**config.mk**
```make
export PLATFORM = sky130hd
export DESIGN_NAME = bmpx_assemble
export DESIGN_NICKNAME = d
export VERILOG_FILES = /design/src/bmpx_pkg.sv /design/src/bmpx_assemble.sv
export SDC_FILE = /design/constraint.sdc
export NUM_CORES = 1
export LEC_CHECK = 0
export BUFFER_PORTS_ARGS = -buffer_cell sky130_fd_sc_hd__buf_2
export CAP_MARGIN = 20
export CORE_AREA = 2 2 101 103
export CTS_CLUSTER_SIZE = 30
export DETAILED_ROUTE_END_ITERATION = 8
export DIE_AREA = 0 0 103 105
export PLACE_DENSITY = 0.64
export SYNTH_ARGS = -nofsm -noshare
export SYNTH_HDL_FRONTEND = slang
export SYNTH_SLANG_ARGS = --single-unit
export TNS_END_PERCENT = 50
```
**constraint.sdc**
```tcl
create_clock -name i_clk -period 6.2 [get_ports i_clk]
set_input_delay 0.31 -clock i_clk [delete_from_list [all_inputs] [get_ports i_clk]]
set_output_delay 0.31 -clock i_clk [all_outputs]
set_load 0.02 [all_outputs]
```
**src/bmpx_pkg.sv**
```systemverilog
// Package for the bitmap pixel expander: format codes, register indexes,
// input kinds and the stage record passed from the byte assembler to the top.
// No dependencies.
package bmpx_pkg;

    localparam int unsigned REG_W = 13;   // widest configuration register

    // source pixel formats
    localparam logic [1:0] FMT_PAL8  = 2'd0;
    localparam logic [1:0] FMT_RGB16 = 2'd1;
    localparam logic [1:0] FMT_RGB24 = 2'd2;
    localparam logic [1:0] FMT_RGB32 = 2'd3;

    // configuration register indexes
    localparam logic [1:0] REG_FORMAT = 2'd0;
    localparam logic [1:0] REG_WIDTH  = 2'd1;
    localparam logic [1:0] REG_HEIGHT = 2'd2;

    // item kinds carried in tuser
    localparam logic OP_PIXEL   = 1'b0;
    localparam logic OP_PALETTE = 1'b1;

    // one completed pixel on its way to the result register
    typedef struct packed {
        logic       lookup;   // take bytes 0..2 from the palette read
        logic       oob;      // lookup index beyond the palette
        logic [7:0] b0;
        logic [7:0] b1;
        logic [7:0] b2;
        logic [7:0] b3;
        logic       eoi;      // last pixel of the frame
    } t_stage;

endpackage

```
**src/bmpx_assemble.sv**
```systemverilog
// Byte assembler of the bitmap pixel expander: byte phase, partial pixel
// and frame pixel counter; forms the stage record of a completed pixel.
// Uses bmpx_pkg.
module bmpx_assemble #(
    parameter int unsigned CNT_W       = 24,
    parameter int unsigned PAL_ENTRIES = 256
) (
    input  logic                i_clk,
    input  logic                i_rst_n,
    input  logic                i_restart,   // configuration write
    input  logic                i_byte_vld,  // pixel byte accepted
    input  logic [7:0]          i_byte,
    input  logic [1:0]          i_fmt,
    input  logic [CNT_W-1:0]    i_last_idx,  // frame size minus one
    output logic                o_done,      // byte completes a pixel
    output bmpx_pkg::t_stage    o_stage
);
    import bmpx_pkg::*;

    logic [1:0]       r_phase,   n_phase;
    logic [23:0]      r_partial, n_partial;
    logic [CNT_W-1:0] r_cnt,     n_cnt;
    logic [15:0]      w16;

    assign w16 = {i_byte, r_partial[7:0]};

    always_comb begin
        n_phase   = r_phase;
        n_partial = r_partial;
        n_cnt     = r_cnt;
        o_done    = 1'b0;

        o_stage        = '0;
        o_stage.lookup = (i_fmt == FMT_PAL8);
        o_stage.oob    = ({1'b0, i_byte} >= 9'(PAL_ENTRIES));
        o_stage.eoi    = (r_cnt >= i_last_idx);
        case (i_fmt)
            FMT_RGB16: begin
                o_stage.b0 = {w16[4:0], 3'b000};
                o_stage.b1 = {w16[10:5], 2'b00};
                o_stage.b2 = {w16[15:11], 3'b000};
            end
            FMT_RGB24: begin
                o_stage.b0 = r_partial[7:0];
                o_stage.b1 = r_partial[15:8];
                o_stage.b2 = i_byte;
            end
            FMT_RGB32: begin
                o_stage.b0 = r_partial[23:16];
                o_stage.b1 = r_partial[15:8];
                o_stage.b2 = r_partial[7:0];
                o_stage.b3 = i_byte;
            end
            default: begin
                // palette format: bytes come from the memory read
            end
        endcase

        if (i_restart) begin
            n_phase   = '0;
            n_partial = '0;
            n_cnt     = '0;
        end else if (i_byte_vld) begin
            if (r_phase < i_fmt) begin
                case (r_phase)
                    2'd0:    n_partial[7:0]   = i_byte;
                    2'd1:    n_partial[15:8]  = i_byte;
                    default: n_partial[23:16] = i_byte;
                endcase
                n_phase = r_phase + 2'd1;
            end else begin
                o_done    = 1'b1;
                n_phase   = '0;
                n_partial = '0;
                n_cnt     = o_stage.eoi ? '0 : r_cnt + CNT_W'(1);
            end
        end
    end

    always_ff @(posedge i_clk) begin
        if (!i_rst_n) begin
            r_phase   <= '0;
            r_partial <= '0;
            r_cnt     <= '0;
        end else begin
            r_phase   <= n_phase;
            r_partial <= n_partial;
            r_cnt     <= n_cnt;
        end
    end

`ifndef SYNTHESIS
    a_cnt_in_frame: assert property (@(posedge i_clk) disable iff (!i_rst_n)
        r_cnt <= i_last_idx || $past(i_restart) || i_restart)
        else $error("pixel counter beyond frame");
`endif

endmodule

```
==> results of run 1 <==
## synth_stat cells (4+ instances only)
library cell / n / area share
nor3_2: 27 / 0.079
nand3_1: 4 / 0.0059
buf_1: 5 / 0.0055
and2_1: 4 / 0.0073
nor2_1: 41 / 0.045
a22o_1: 5 / 0.013
a21oi_1: 16 / 0.023
mux2i_1: 14 / 0.041
nand2_1: 35 / 0.039
inv_1: 35 / 0.039
a22oi_1: 24 / 0.053
xnor2_1: 19 / 0.049
nor3_1: 4 / 0.0059
o21ai_0: 17 / 0.025
clkbuf_1: 13 / 0.014
ha_1: 28 / 0.10
nand4_1: 8 / 0.015
and3_1: 14 / 0.026
dfxtp_1: 50 / 0.29
## critical path, stage by stage, from the launching register on
cell	delay (ps)
dfxtp_1	380
inv_1	80
ha_1	270
nand2b_4	150
a2111oi_4	360
o31ai_2	130
a31oi_4	290
nand2_1	90
buf_2	170
## worst max path at each step
| stage | from | slack, ps | end |
|---|---|---|---|
| floorplan | i_fmt[1] | 4000 | r_cnt[11] |
| global placement | i_fmt[1] | 3560 | r_cnt[16] |
| detailed placement | i_fmt[1] | 3470 | r_cnt[13] |
| CTS | r_cnt[0] | 3650 | o_stage[0] |
| global route | i_fmt[1] | 3530 | o_done |
| finish | r_cnt[0] | 3670 | o_stage[0] |
## flip-flops by register name, summed over array words and instances (netlist names)
register and count:
r_cnt 24, r_phase 2, r_partial 24
## power by group
| group | internal [mW] | leakage, nW | switching, mW |
|---|---|---|---|
| clock network | 0.0761 | 0.0438 | 0.106 |
| logic | 0.0344 | 1.22 | 0.0616 |
| registers | 0.324 | 0.403 | 0.00234 |
## layout make-up
cell class	count	area (µm²)
well taps	133	166.4
clock buffers	5	68.82
flip-flops and latches	50	1001
multi-input cells	296	2162
fillers	1000	5724
clock inverters	2	10.01
repair buffers	74	375.4
inverters	35	131.4
## routing by layer
metal / global-route usage / vias to the layer above / routed length, µm
li1: - / 1510 / -
met1: 0.1993 / 1351 / 3632
met2: 0.2435 / 56 / 3921
met3: 0.02542 / 8 / 324
met4: 0.05451 / 0 / 113
met5: 0 / - / 0
## kinds of logic (layout without fill, tap and decap cells)
group                    after synthesis  count (layout)  synth area share
AO/OA/AOI/OAI                         77              77            0.1575
XOR/XNOR                              20              20           0.05140
adder cells (fa/ha/maj)               28              28            0.1028
buffers and inverters                 58             116           0.07269
flip-flops                            50              50            0.2937
multiplexers                          14              14           0.04111
other                                  1               1          0.001100
AND/OR/NAND/NOR                      156             156            0.2797
==> metrics.csv, run 1 <==
metric;value;unit
synthCells;404;
start_util;0.3536;
syn-num-nets;470;
worstHoldEndpoint;r_partial[7];
cts_tree;built;
cp-start-kind;flip-flop;
avgSynthCellArea;8.436;µm²
crit_fanout;6;
finalSetupViolCount;0;
finalCriticalPeriod;2531;ps
cts_buffer_depth;2;
io_pins;74;
relSlewSlack;0.4272;
h-tree-depth;2;
antenna_found_initial;0;
rr_startpoint;r_cnt[23];
cts.hold.buffers_added;0;
drt_iter0_drc;144;
clk_pin_slew;80;ps
placed_area;0.003836;mm²
ff2ff_setup_slack;3730;ps
crit_type;flip-flop to primary output;
hold_start;i_byte[7];
die_h;105;µm
mostFrequentLayoutCell;buf_2;
area_delta_synth_final;14.87;%
fin_area;0.003915;mm²
fin_nets;528;
post-dp-hpwl;5955;µm
synth.cell_area;0.003408;mm²
worstMarginPinSlew;857.4;ps
status;complete, no violations;
cts.sinks;50;
async_flop_share;0;
maxCapViolCount;0;
finalWirelength;7991;µm
cts-resized-gates;0;
root_buffer;clkbuf_8;
cp_data_arrival_time;2220;ps
grt_max_degree;51;
hold_violations;0;
drc;0;
first_pass_iters;4;
grt_pass1_vias;2898;
end_kind;primary output;
synth_edf_count;0;
wl_per_cell;13.43;µm
gp_congestion;0.7685;
leakage;1.669;nW
timing.rr.end;r_cnt[9];
required;5890;ps
ir_drop;0.00007406;V
drive_above_1_share;0.2684;
fin_skew;7.489;ps
power;604.0;µW
utilization;0.4062;
cts_buffers;5;
dp.cells;588;
hold_class;input pin to flip-flop;
ys_ff_latch;50;
rows;36;
whs;347.2;ps
grt_usage;0.1506;
grt_pass1_wl;13390;µm
core-area;0.009639;mm²
period_share;0.4082;
synthFlopType;dfxtp_1;
avgViaCountPerCell;4.916;
max_freq;395.1;MHz
die_w;103;µm
layout_common_cells;72 x buf_2, 50 x dfxtp_1, 41 x nor2_1;
seq_area_frac_synth;0.2937;
yosysUniqueCellTypes;44;
hold_path_depth;3;
ff2ff_path_depth;7;
die_area;0.01082;mm²
num_vias;2925;
rsz0062_at_grt;false;
grt_overflow_total;0;
power.density;154.3;mW/mm²
place_ws;3465;ps
ys_warn_count;0;
io_buffers;72;
setup_ws;3669;ps
antenna_cells;0;
insertion_delay;300;ps
stdcell_count;595;
post_cts_buffers;0;
antenna_left;0;
tns;0;ps
maxSlewViolCount;0;
Power figures use the tool's default switching activity.
==> run 2, diff against run 1 <==
clock period = 2.4 ns   (was 6.2 ns; I/O delays follow)
==> run 2 against run 1 <==
First-iteration DRC count grew 22%. Critical path depth is the same. Total power grew to 2.6 times the previous value. Clock skew shrank 0.63 ps. Sequential cell count is the same. Clock power grew to 2.6 times the previous value. Routed wire length grew 5.4%. Critical path type unchanged.
==> metrics.csv, run 2 (synthesis results as in run 1) <==
metric;value;unit;change
relSlewSlack;0.5665;;was 0.4272
rr_startpoint;r_cnt[23];;unchanged
post-dp-hpwl;6244;µm;was 5955 µm
crit_fanout;4;;was 6
finalSetupViolCount;0;;unchanged
hold_class;input pin to flip-flop;;unchanged
drt_iter0_drc;175;;was 144
grt_pass1_vias;2922;;was 2,898
period_share;0.9407;;
antenna_left;0;;unchanged
finalCriticalPeriod;2258;ps;
cts.sinks;50;;unchanged
die_area;0.01082;mm²;unchanged
antenna_cells;0;;unchanged
status;complete, no violations;;unchanged
avgViaCountPerCell;4.985;;was 4.916
stdcell_count;604;;was 595
area_delta_synth_final;17.22;%;was 14.87%
reg_top3;r_cnt x24, r_partial x24, r_phase x2;;unchanged
cts.hold.buffers_added;0;;unchanged
grt_pass1_wl;14010;µm;was 13,390 µm
power.density;393.2;mW/mm²;was 154.3 mW/mm²
hold_start;i_byte[7];;unchanged
insertion_delay;300;ps;about the same
rows;36;;unchanged
required;2280;ps;was 5890 ps
placed_area;0.003901;mm²;was 0.003836 mm²
hold_path_depth;3;;unchanged
cts_buffer_depth;2;;unchanged
wl_per_cell;13.94;µm;was 13.43 µm
fin_nets;537;;was 528
h-tree-depth;2;;unchanged
first_pass_iters;4;;unchanged
finalWirelength;8421;µm;was 7991 µm
timing.rr.end;r_cnt[11];;was r_cnt[9]
die_w;103;µm;unchanged
drc;0;;unchanged
grt_usage;0.1582;;was 0.1506
cp_data_arrival_time;2140;ps;was 2220 ps
io_buffers;72;;unchanged
worstMarginPinSlew;645.9;ps;was 857.4 ps
hold_violations;0;;unchanged
maxCapViolCount;0;;unchanged
maxSlewViolCount;0;;unchanged
root_buffer;clkbuf_8;;unchanged
io_pins;74;;unchanged
power;1.571;mW;was 604.0 µW
core-area;0.009639;mm²;unchanged
dp.cells;595;;was 588
crit_type;flip-flop to primary output;;unchanged
start_util;0.3536;;unchanged
ir_drop;0.0002045;V;was 0.00007406 V
grt_max_degree;31;;was 51
end_kind;primary output;;unchanged
cts_buffers;5;;unchanged
gp_congestion;0.8240;;was 0.7685
leakage;1.713;nW;was 1.669 nW
fin_skew;6.858;ps;was 7.489 ps
max_freq;442.9;MHz;
grt_overflow_total;0;;unchanged
cts_tree;built;;unchanged
mostFrequentLayoutCell;buf_2;;unchanged
drive_above_1_share;0.2824;;was 0.2684
antenna_found_initial;0;;unchanged
fin_area;0.003995;mm²;was 0.003915 mm²
n_fill_cell;987;;was 1,000
ff2ff_path_depth;8;;was 7
utilization;0.4145;;was 0.4062
clk_pin_slew;90;ps;was 80 ps
num_vias;3011;;was 2,925
layout_common_cells;72 x buf_2, 50 x dfxtp_1, 41 x nor2_1;;unchanged
die_h;105;µm;unchanged
cp-start-kind;flip-flop;;unchanged
ff2ff_setup_slack;190;ps;was 3730 ps
tns;0;ps;unchanged
worstHoldEndpoint;r_partial[7];;unchanged
rsz0062_at_grt;false;;unchanged
run 2: cell types whose count changed in the layout (fill, tap and decap cells not counted), sizes merged:
| cell | change |
|---|---|
| buf | +9 |
run 2: critical path: stages, from the launching register on:
cell	delay [ps]
dfxtp_1	390
inv_1	80
ha_1	270
nand2b_4	150
a2111oi_4	350
o31ai_2	130
a31oi_4	190
nand2_1	100
buf_2	180
run 2: where the power goes:
group          internal [mW]  total (mW)  leakage, nW  switching (mW)
logic                 0.0942       0.257         1.27           0.163
clock network          0.197       0.472       0.0438           0.275
registers              0.836       0.842        0.403         0.00617
run 2: layout make-up:
class | count | area [µm²] | area share
multi-input cells | 296 | 2162 | 0.5412
flip-flops and latches | 50 | 1001 | 0.2505
repair buffers | 83 | 455.4 | 0.1140
well taps | 133 | 166.4 | 0.04165
inverters | 35 | 131.4 | 0.03288
clock buffers | 5 | 68.82 | 0.01723
clock inverters | 2 | 10.01 | 0.002505
run 2: timing repair:
action                                  4_1_cts  5_1_grt
setup buffers                                 0        2
endpoints found under the setup margin        0        1
gates resized for setup                       0        0
run 2: per-layer routing:
layer,GRT usage,share of wire,vias up
met5,0,0,-
met4,0.05169,0.019,0
met3,0.01940,0.031,12
met2,0.2695,0.50,47
met1,0.2037,0.45,1419
li1,-,-,1533
run 2: stage by stage:
stage | setup WS (ps) | hold slack [ps]
after global routing | 66.68 | 169.9
after floorplan | 394.8 | 268.3
after CTS | 44.49 | 146.1
after detailed placement | 265.0 | 458.4
final | 142.2 | 152.9
after global placement | 357.1 | 456.4
run 2: how the worst max path moves through the flow:
stage | from | endpoint | slack [ps] | cells after the start
floorplan | i_fmt[1] | r_cnt[11] | 390 | 11
global placement | r_cnt[23] | r_cnt[14] | 360 | 7
detailed placement | r_cnt[0] | r_cnt[13] | 270 | 9
CTS | r_cnt[0] | o_stage[0] | 40 | 8
global route | r_cnt[23] | r_cnt[11] | 70 | 8
finish | r_cnt[0] | o_stage[0] | 140 | 8
